**config.mk**
```make
export PLATFORM = sky130hd
export DESIGN_NAME = integer_to_text_field
export DESIGN_NICKNAME = d
export VERILOG_FILES = /design/src/design/itf_pkg.sv /design/src/design/integer_to_text_field.sv /design/src/design/itf_digit_conv.sv /design/src/design/itf_field_seq.sv
export SDC_FILE = /design/constraint.sdc
export NUM_CORES = 1
export LEC_CHECK = 0
export BUFFER_PORTS_ARGS = -buffer_cell sky130_fd_sc_hd__buf_2
export CAP_MARGIN = 20
export CORE_UTILIZATION = 45
export CTS_CLUSTER_DIAMETER = 50
export DETAILED_ROUTE_END_ITERATION = 10
export HOLD_SLACK_MARGIN = 0.1
export PLACE_DENSITY_LB_ADDON = 0.05
export SYNTH_ARGS = -nofsm -noshare
export SYNTH_HDL_FRONTEND = slang
export SYNTH_HIERARCHICAL = 1
export SYNTH_SLANG_ARGS = --single-unit
```
**constraint.sdc**
```tcl
create_clock -name clk -period 8.2 [get_ports clk]
set_input_delay 0.41 -clock clk [delete_from_list [all_inputs] [get_ports clk]]
set_output_delay 0.41 -clock clk [all_outputs]
set_load 0.02 [all_outputs]
```
**src/design/itf_pkg.sv**
```systemverilog
// ----------------------------------------------------------------------------
// itf_pkg
// Shared types, constants and helpers for the integer-to-text field formatter.
// ----------------------------------------------------------------------------
package itf_pkg;

  localparam int MAG_W         = 64;
  localparam int NDIG          = 22;               // octal needs 22 digits for 64 bits
  localparam int ND_W          = $clog2(NDIG + 1);
  localparam int OCT_BITS      = NDIG * 3;
  localparam int HEX_BITS      = NDIG * 4;
  localparam int CNT_W         = 8;                // holds any field length, signed
  localparam int MAX_FIELD_DEF = 40;
  localparam int MAX_OUT       = 42;
  localparam int FW_W          = 6;

  // flag_bits positions
  localparam int FB_LEFT  = 0;
  localparam int FB_ZERO  = 1;
  localparam int FB_PLUS  = 2;
  localparam int FB_SPACE = 3;
  localparam int FB_ALT   = 4;

  // radix_select codes; the unused code acts as hexadecimal
  localparam logic [1:0] RADIX_OCT = 2'd0;
  localparam logic [1:0] RADIX_DEC = 2'd1;

  localparam logic [7:0] CH_SPACE = 8'h20;
  localparam logic [7:0] CH_PLUS  = 8'h2B;
  localparam logic [7:0] CH_MINUS = 8'h2D;
  localparam logic [7:0] CH_ZERO  = 8'h30;
  localparam logic [7:0] CH_X_LO  = 8'h78;
  localparam logic [7:0] CH_X_UP  = 8'h58;
  localparam logic [7:0] CH_A_LO  = 8'h61;
  localparam logic [7:0] CH_A_UP  = 8'h41;

  typedef struct packed {
    logic             neg;
    logic [1:0]       radix;
    logic             upper;
    logic             sgn;
    logic [4:0]       flags;
    logic [FW_W-1:0]  width;
    logic             has_prec;
    logic [FW_W-1:0]  prec;
    logic             nonzero;
  } itf_fmt_t;

  typedef struct packed {
    logic            done;
    logic [ND_W-1:0] count;
    logic [3:0]      digit;
  } itf_dig_t;

  function automatic logic [7:0] digit_char(input logic [3:0] d, input logic upper);
    logic [7:0] base;
    base = upper ? CH_A_UP : CH_A_LO;
    if (d < 4'd10) return CH_ZERO + {4'b0, d};
    else           return base + {4'b0, d} - 8'd10;
  endfunction

endpackage

```
**src/design/integer_to_text_field.sv**
```systemverilog
// Flow: after the input transfer the converter builds the digit row (decimal by a
// bit-serial pass over all 64 magnitude bits) and strips up to 21 leading zero
// digits from the 22-digit row; the sequencer then works out the layout and emits.
// Throughput: one item at a time; the input stays held until the item's last
// character is loaded into the output register, and output stalls hold it longer.
// Reset: synchronous; clears the control state and drops any item in flight.
// ----------------------------------------------------------------------------
// integer_to_text_field
// Formats one integer as a printf-style text field, one character per output
// transfer, with tlast on the final character.
// ----------------------------------------------------------------------------
module integer_to_text_field #(
  parameter int MAX_FIELD = itf_pkg::MAX_FIELD_DEF
) (
  input  logic        clk,
  input  logic        rst,
  input  logic        s_tvalid,
  output logic        s_tready,
  // [63:0] magnitude, [64] is_negative, [66:65] radix_select, [67] upper_case,
  // [68] signed_conversion, [73:69] flag_bits, [79:74] field_width,
  // [80] has_precision, [86:81] precision, [87] unused
  input  logic [87:0] s_tdata,
  output logic        m_tvalid,
  input  logic        m_tready,
  output logic [7:0]  m_tdata,   // [7:0] out_char
  output logic        m_tlast    // last_char
);
  import itf_pkg::*;

  localparam logic [FW_W-1:0] FIELD_CAP = FW_W'(MAX_FIELD);

  logic               accept;
  logic               seq_idle;
  logic               pop;
  itf_fmt_t           fmt;
  itf_dig_t           dig;

  logic [MAG_W-1:0]   in_mag;
  logic [FW_W-1:0]    in_width, in_prec;
  logic               in_has_prec;

  assign in_mag      = s_tdata[63:0];
  assign in_width    = s_tdata[79:74];
  assign in_has_prec = s_tdata[80];
  assign in_prec     = s_tdata[86:81];

  assign s_tready = seq_idle;
  assign accept   = s_tvalid && s_tready;

  // hold the item's format settings for the whole field
  always_ff @(posedge clk) begin
    if (accept) begin
      fmt.neg      <= s_tdata[64];
      fmt.radix    <= s_tdata[66:65];
      fmt.upper    <= s_tdata[67];
      fmt.sgn      <= s_tdata[68];
      fmt.flags    <= s_tdata[73:69];
      fmt.width    <= (in_width > FIELD_CAP) ? FIELD_CAP : in_width;
      fmt.has_prec <= in_has_prec;
      fmt.prec     <= (in_prec > FIELD_CAP) ? FIELD_CAP : in_prec;
      fmt.nonzero  <= (in_mag != '0);
    end
  end

  itf_digit_conv u_conv (
    .clk       (clk),
    .rst       (rst),
    .start     (accept),
    .magnitude (in_mag),
    .radix     (s_tdata[66:65]),
    .no_digits ((in_mag == '0) && in_has_prec && (in_prec == '0)),
    .pop       (pop),
    .dig       (dig)
  );

  itf_field_seq u_seq (
    .clk      (clk),
    .rst      (rst),
    .start    (accept),
    .fmt      (fmt),
    .dig      (dig),
    .pop      (pop),
    .idle     (seq_idle),
    .m_tvalid (m_tvalid),
    .m_tready (m_tready),
    .m_tdata  (m_tdata),
    .m_tlast  (m_tlast)
  );

endmodule

```
**src/design/itf_digit_conv.sv**
```systemverilog
// ----------------------------------------------------------------------------
// itf_digit_conv
// Turns the magnitude into a row of digits, most significant first. Decimal
// uses a bit-serial shift-and-add-3 pass; octal and hex load by regrouping.
// Leading zero digits are then shifted out one per cycle.
// ----------------------------------------------------------------------------
module itf_digit_conv (
  input  logic                    clk,
  input  logic                    rst,
  input  logic                    start,
  input  logic [itf_pkg::MAG_W-1:0] magnitude,
  input  logic [1:0]              radix,
  input  logic                    no_digits,
  input  logic                    pop,
  output itf_pkg::itf_dig_t       dig
);
  import itf_pkg::*;

  typedef enum logic [1:0] {S_IDLE, S_DABBLE, S_NORM} state_t;

  state_t                   state;
  logic [NDIG-1:0][3:0]     digs;
  logic [MAG_W-1:0]         shreg;
  logic [$clog2(MAG_W+1)-1:0] bit_cnt;
  logic [ND_W-1:0]          nd;
  logic                     drop;
  logic                     done;

  logic [NDIG-1:0][3:0]     load_digs;
  logic [NDIG-1:0][3:0]     adj_digs;
  logic [OCT_BITS-1:0]      oct_ext;
  logic [HEX_BITS-1:0]      hex_ext;
  logic                     strip;

  always_comb begin
    oct_ext = {{(OCT_BITS-MAG_W){1'b0}}, magnitude};
    hex_ext = {{(HEX_BITS-MAG_W){1'b0}}, magnitude};
    for (int i = 0; i < NDIG; i++) begin
      if (radix == RADIX_OCT)      load_digs[i] = {1'b0, oct_ext[3*i +: 3]};
      else if (radix == RADIX_DEC) load_digs[i] = 4'd0;
      else                         load_digs[i] = hex_ext[4*i +: 4];
      adj_digs[i] = (digs[i] >= 4'd5) ? digs[i] + 4'd3 : digs[i];
    end
    strip = (digs[NDIG-1] == 4'd0) && (nd > ND_W'(1));
  end

  always_ff @(posedge clk) begin
    if (rst) begin
      state <= S_IDLE;
      done  <= 1'b0;
      nd    <= '0;
    end else begin
      done <= (state == S_NORM) && !strip;
      case (state)
        S_IDLE: begin
          if (start) begin
            digs    <= load_digs;
            shreg   <= magnitude;
            bit_cnt <= ($clog2(MAG_W+1))'(MAG_W);
            nd      <= ND_W'(NDIG);
            drop    <= no_digits;
            state   <= (radix == RADIX_DEC) ? S_DABBLE : S_NORM;
          end else if (pop) begin
            digs <= {digs[NDIG-2:0], 4'd0};
          end
        end
        S_DABBLE: begin
          // add 3 to every digit of 5 or more, then shift in the next bit
          digs    <= {adj_digs[NDIG-1][2:0], adj_digs[NDIG-2:0], shreg[MAG_W-1]};
          shreg   <= {shreg[MAG_W-2:0], 1'b0};
          bit_cnt <= bit_cnt - 1'b1;
          if (bit_cnt == 1) state <= S_NORM;
        end
        S_NORM: begin
          if (strip) begin
            digs <= {digs[NDIG-2:0], 4'd0};
            nd   <= nd - 1'b1;
          end else begin
            if (drop) nd <= '0;
            state <= S_IDLE;
          end
        end
        default: state <= S_IDLE;
      endcase
    end
  end

  assign dig.done  = done;
  assign dig.count = nd;
  assign dig.digit = digs[NDIG-1];

endmodule

```
**src/design/itf_field_seq.sv**
```systemverilog
// ----------------------------------------------------------------------------
// itf_field_seq
// Works out the field layout (pad, prefix, leading zeros, digits, trailing
// pad) and emits one character per transfer through an output register.
// ----------------------------------------------------------------------------
module itf_field_seq (
  input  logic              clk,
  input  logic              rst,
  input  logic              start,
  input  itf_pkg::itf_fmt_t fmt,
  input  itf_pkg::itf_dig_t dig,
  output logic              pop,
  output logic              idle,
  output logic              m_tvalid,
  input  logic              m_tready,
  output logic [7:0]        m_tdata,    // [7:0] out_char
  output logic              m_tlast     // last_char
);
  import itf_pkg::*;

  typedef enum logic [2:0] {S_IDLE, S_CONV, S_SETUP, S_BOUNDS, S_EMIT} state_t;

  state_t                   state;
  logic [2:0][7:0]          pre;
  logic [1:0]               np;
  logic [CNT_W-1:0]         zeros;
  logic [CNT_W-1:0]         b1, b2, b3, b4, total, k;

  // layout terms
  logic                     left, is_hex, sign_on, hex_pre;
  logic [7:0]               sign_ch, x_ch;
  logic signed [CNT_W-1:0]  nd_s, np_s, w_s, p_s, z_raw, z_fix, pad_raw, pad;
  logic [CNT_W-1:0]         padl, n_all;

  // emit terms
  logic                     emit;
  logic                     in_pre, in_dig;
  logic [7:0]               ch;

  always_comb begin
    left    = fmt.flags[FB_LEFT];
    is_hex  = (fmt.radix != RADIX_OCT) && (fmt.radix != RADIX_DEC);
    sign_on = fmt.neg || (fmt.sgn && (fmt.flags[FB_PLUS] || fmt.flags[FB_SPACE]));
    sign_ch = fmt.neg ? CH_MINUS : (fmt.flags[FB_PLUS] ? CH_PLUS : CH_SPACE);
    x_ch    = fmt.upper ? CH_X_UP : CH_X_LO;
    hex_pre = fmt.flags[FB_ALT] && is_hex && fmt.nonzero;
    nd_s    = CNT_W'(dig.count);
    np_s    = CNT_W'({1'b0, hex_pre, 1'b0}) + CNT_W'(sign_on);
    w_s     = CNT_W'(fmt.width);
    p_s     = CNT_W'(fmt.prec);

    if (fmt.has_prec && p_s > nd_s)
      z_raw = p_s - nd_s;
    else if (fmt.flags[FB_ZERO] && !fmt.has_prec && !left)
      z_raw = w_s - np_s - nd_s;
    else
      z_raw = '0;
    if (z_raw < 0) z_raw = '0;
    z_fix = z_raw;
    // octal alternate form: force one leading zero unless a zero leads already
    if (fmt.flags[FB_ALT] && fmt.radix == RADIX_OCT && z_raw == 0 &&
        (dig.count == 0 || fmt.nonzero))
      z_fix = CNT_W'(1);

    pad_raw = w_s - CNT_W'(np) - $signed(zeros) - nd_s;
    pad     = (pad_raw < 0) ? '0 : pad_raw;
    padl    = left ? '0 : pad;
    n_all   = CNT_W'(padl + CNT_W'(np) + zeros + CNT_W'(dig.count)) + (left ? pad : '0);

    emit   = (state == S_EMIT) && (!m_tvalid || m_tready);
    in_pre = (k >= b1) && (k < b2);
    in_dig = (k >= b3) && (k < b4);
    if (k < b1)       ch = CH_SPACE;
    else if (in_pre)  ch = pre[0];
    else if (k < b3)  ch = CH_ZERO;
    else if (in_dig)  ch = digit_char(dig.digit, fmt.upper);
    else              ch = CH_SPACE;
  end

  assign pop  = emit && in_dig;
  assign idle = (state == S_IDLE);

  always_ff @(posedge clk) begin
    if (rst) begin
      state    <= S_IDLE;
      m_tvalid <= 1'b0;
    end else begin
      if (emit)          m_tvalid <= 1'b1;
      else if (m_tready) m_tvalid <= 1'b0;
      case (state)
        S_IDLE: begin
          if (start) state <= S_CONV;
        end
        S_CONV: begin
          if (dig.done) state <= S_SETUP;
        end
        S_SETUP: begin
          np    <= np_s[1:0];
          zeros <= z_fix;
          if (sign_on) pre <= {x_ch, CH_ZERO, sign_ch};
          else         pre <= {8'h00, x_ch, CH_ZERO};
          state <= S_BOUNDS;
        end
        S_BOUNDS: begin
          b1    <= padl;
          b2    <= padl + CNT_W'(np);
          b3    <= padl + CNT_W'(np) + zeros;
          b4    <= padl + CNT_W'(np) + zeros + CNT_W'(dig.count);
          total <= (n_all > CNT_W'(MAX_OUT)) ? CNT_W'(MAX_OUT) : n_all;
          k     <= '0;
          state <= (n_all == 0) ? S_IDLE : S_EMIT;
        end
        S_EMIT: begin
          if (emit) begin
            m_tdata  <= ch;
            m_tlast  <= (k == total - 1'b1);
            if (in_pre) pre <= {8'h00, pre[2], pre[1]};
            k <= k + 1'b1;
            if (k == total - 1'b1) state <= S_IDLE;
          end
        end
        default: state <= S_IDLE;
      endcase
    end
  end

endmodule

```
==> results.toml <==
[synth]
synth_flop_cell = "edfxtp_1"
synth_common_cells = "262 x edfxtp_1, 135 x inv_1, 131 x ha_1"
ys_seq_area_share_pct = 47.3
avgSynthCellArea_sq_um = 11.3
synth_area_sq_um = 17200
yosys_warnings = 6
syn_inst = 1521
yosys-top-cells-area = "edfxtp_1 46%, ha_1 9.6%, mux2_2 5.6%"
synth_edf_count = 262
yosysMostFrequentCell = "edfxtp_1"
ys_ff_latch = 274
ys_types = 86
ys_async_sr_fraction_pct = 0
yosys.area.top_type_share_pct = 45.9
yosysTopAreaCell = "edfxtp_1"

[worst_setup_path]
endpoint_kind = "register"
path_max_fanout = 7
critical-path-top-delay-family = "adder cells"
r2r_start = "u_seq/np[0]"
reg2reg_setup_slack_ns = 0.53
worstPathArrival_ns = 7.97
critical_path_required_ns = 8.51
cpMaxStageDelayCell = "fa_1"
slowest_delay_ns = 0.45
crit_path_start = "u_seq/np[0]"
crit_buf_inv = 1
crit_type = "register to register"
critPathLaunchType = "register"
cp_common_cell = "ha_1"

[grt]
grt_pass1_wl_mm = 66.9
grt_max_degree = 88
grt_usage_pct = 22.0
grt-ovfl-total = 0
antenna_found_initial = 2
grt_pass1_vias = 12313

[routing]
wire_per_inst_um = 19.0
routed_wl_mm = 41.3
drt_iter0_markers = 942
antenna_left = 0
drc = 2
vias_per_cell = 5.61
dr_total_vias = 12217
dr.pass1.iters = 10

[status]
status = "complete, but fails checks"
violations = "design-rule violations"

[clock_network]
cts_buffer_depth = 3
cts.sink_count = 274
numCtsBuffers = 41
path_clk_slew_ns = 0.06
root_buffer = "clkbuf_16"
clk_latency_ns = 0.56
h-tree-depth = 2
cts_tree = "built"

[power]
peakVddDrop_mv = 0.149
power.switching_uw = 1800
leakage_uw = 0.00747
seqPwrFrac_pct = 36.2
p_int_uw = 3580
pwr-share-comb_pct = 32.4
powerDensity_nw_per_um2 = 274
p_clk_share_pct = 31.5
p_sw_share_pct = 33.4

[run]
cap_viol_max_count = 0

[cells_and_area]
antenna_cells = 0
fin_nets = 1875
drive_above_1_share_pct = 18.3
final_cells = 2178
area_growth_pct = 14.7

[floorplan]
io_pins = 103
die_y_um = 197
die_w_um = 197
coreArea_sq_um = 37600
die-area_sq_um = 38900
fp-row-count = 71
start_util_pct = 45.6

[sta]
finalSetupViolations = 0
fmax_mhz = 130
worst_pin_slew_ns = 1.04
hold_viol = 0
whs_ns = 0.136
slew-limit-headroom_pct = 30.0
period_share_pct = 93.5
layout_min_cycle_time_ns = 7.67
clock_skew_ns = 0.0290
drv_slew = 0

[min_path]
hold_class = "input port to register"
hp-start = "s_tdata[77]"

[placement]
placed_cells = 2095
io_buffers = 100
hpwl_mm = 28.7
gp_congestion = 0.827
[through the flow]
step,area (sq um),total power (uW),setup slack [ns],TNS [ns],util [%]
floorplan,17200,3300,0.129,0,-
global placement,18200,3670,0.548,0,48.5
detailed placement,18200,3700,0.371,0,48.5
CTS,19700,5430,0.363,0,52.3
global route,19700,5730,-0.00677,-0.00720,52.4
finish,19700,5380,0.535,0,52.4
[metal layers]
metal | GRT usage, % | vias to the layer above | wire length, um
met4 | 8.67 | 4 | 1230
met3 | 3.26 | 75 | 1780
met2 | 37.4 | 283 | 20300
met5 | 0 | - | 26
met1 | 28.1 | 5895 | 18000
li1 | - | 5960 | -
[worst paths after layout]
path	end	depth (start not counted)
worst max register to register	u_seq/total[3]	31
worst min-delay path	fmt[11]	2
worst min register to register	u_seq/state[1]	2
worst max-delay path	u_seq/total[3]	31
[cells in the final DEF, fill, tap and decap left out, types with 12 or more instances in the layout]
master,Yosys,routed
a21o_1,18,18
a21oi_1,98,96
a222oi_1,42,42
a22oi_1,34,34
and2_1,16,16
buf_2,14,100
buf_4,7,16
clkbuf_16,0,42
dfxtp_1,12,12
edfxtp_1,262,262
fa_1,13,13
ha_1,131,130
inv_1,135,135
mux2_2,86,86
nand2_1,46,45
nand2b_1,44,44
nand3_1,21,21
nor2_1,54,51
nor2b_1,23,23
nor3_1,16,15
nor3b_1,37,37
nor4_1,27,27
o21ai_0,109,109
o21ai_1,17,17
o31ai_1,15,15
xnor2_1,50,50
xor2_1,40,40
[timing repair]
| item | 4_1_cts | 5_1_grt |
|---|---|---|
| gates resized for setup | 0 | 4 |
| hold buffers | 11 | 0 |
| buffers inserted | 0 | 0 |
| setup endpoints to repair | 0 | 6 |
| endpoints found under the hold margin | 11 | 0 |
[layout make-up]
class / instances / area (sq um)
clock inverter: 24 / 235
clock buffer: 47 / 1070
fill: 3387 / 17900
timing repair buffer: 128 / 738
sequential: 274 / 8110
inverter: 136 / 510
multi-input combinational: 1058 / 8380
tap: 511 / 639
[power by group through the flow]
stage | logic [uW] | registers (uW) | clock network (uW)
global route | 1970 | 1970 | 1790
finish | 1740 | 1950 | 1690
CTS | 1740 | 1950 | 1740
global placement | 1700 | 1970 | 0
floorplan | 1360 | 1940 | 0
detailed placement | 1730 | 1970 | 0
[sequential cells by signal, indices dropped and copies added (netlist names)]
| name | flops |
|---|---|
| u_seq/b4 | 8 |
| u_seq/b1 | 7 |
| u_conv/done | 1 |
| u_conv/digs | 84 |
| u_conv/state | 2 |
| u_seq/b2 | 8 |
| u_seq/state | 3 |
| u_conv/shreg | 64 |
| u_conv/nd | 5 |
| u_seq/k | 8 |
| u_conv/dig | 4 |
| u_seq/m_tlast | 1 |
| u_seq/m_tdata | 7 |
| u_seq/pre | 14 |
| u_seq/np | 2 |
| u_seq/total | 8 |
| u_seq/m_tvalid | 1 |
| fmt | 24 |
| u_seq/b3 | 8 |
| u_conv/drop | 1 |
| u_seq/zeros | 7 |
| u_conv/bit_cnt | 7 |
[cells by family after synthesis]
kind of cell	count (synthesis)	share of synthesized area, %
buffers and inverters	191	4.43
other	1	0.0219
AOI/OAI and AO/OA	400	15.5
and+or+nand+nor	332	11.2
adders and majority gates	144	11.1
DFF	274	47.3
muxes	87	5.70
xor gates and xnor gates	92	4.82
No activity file was read; power rests on OpenSTA's default activity.
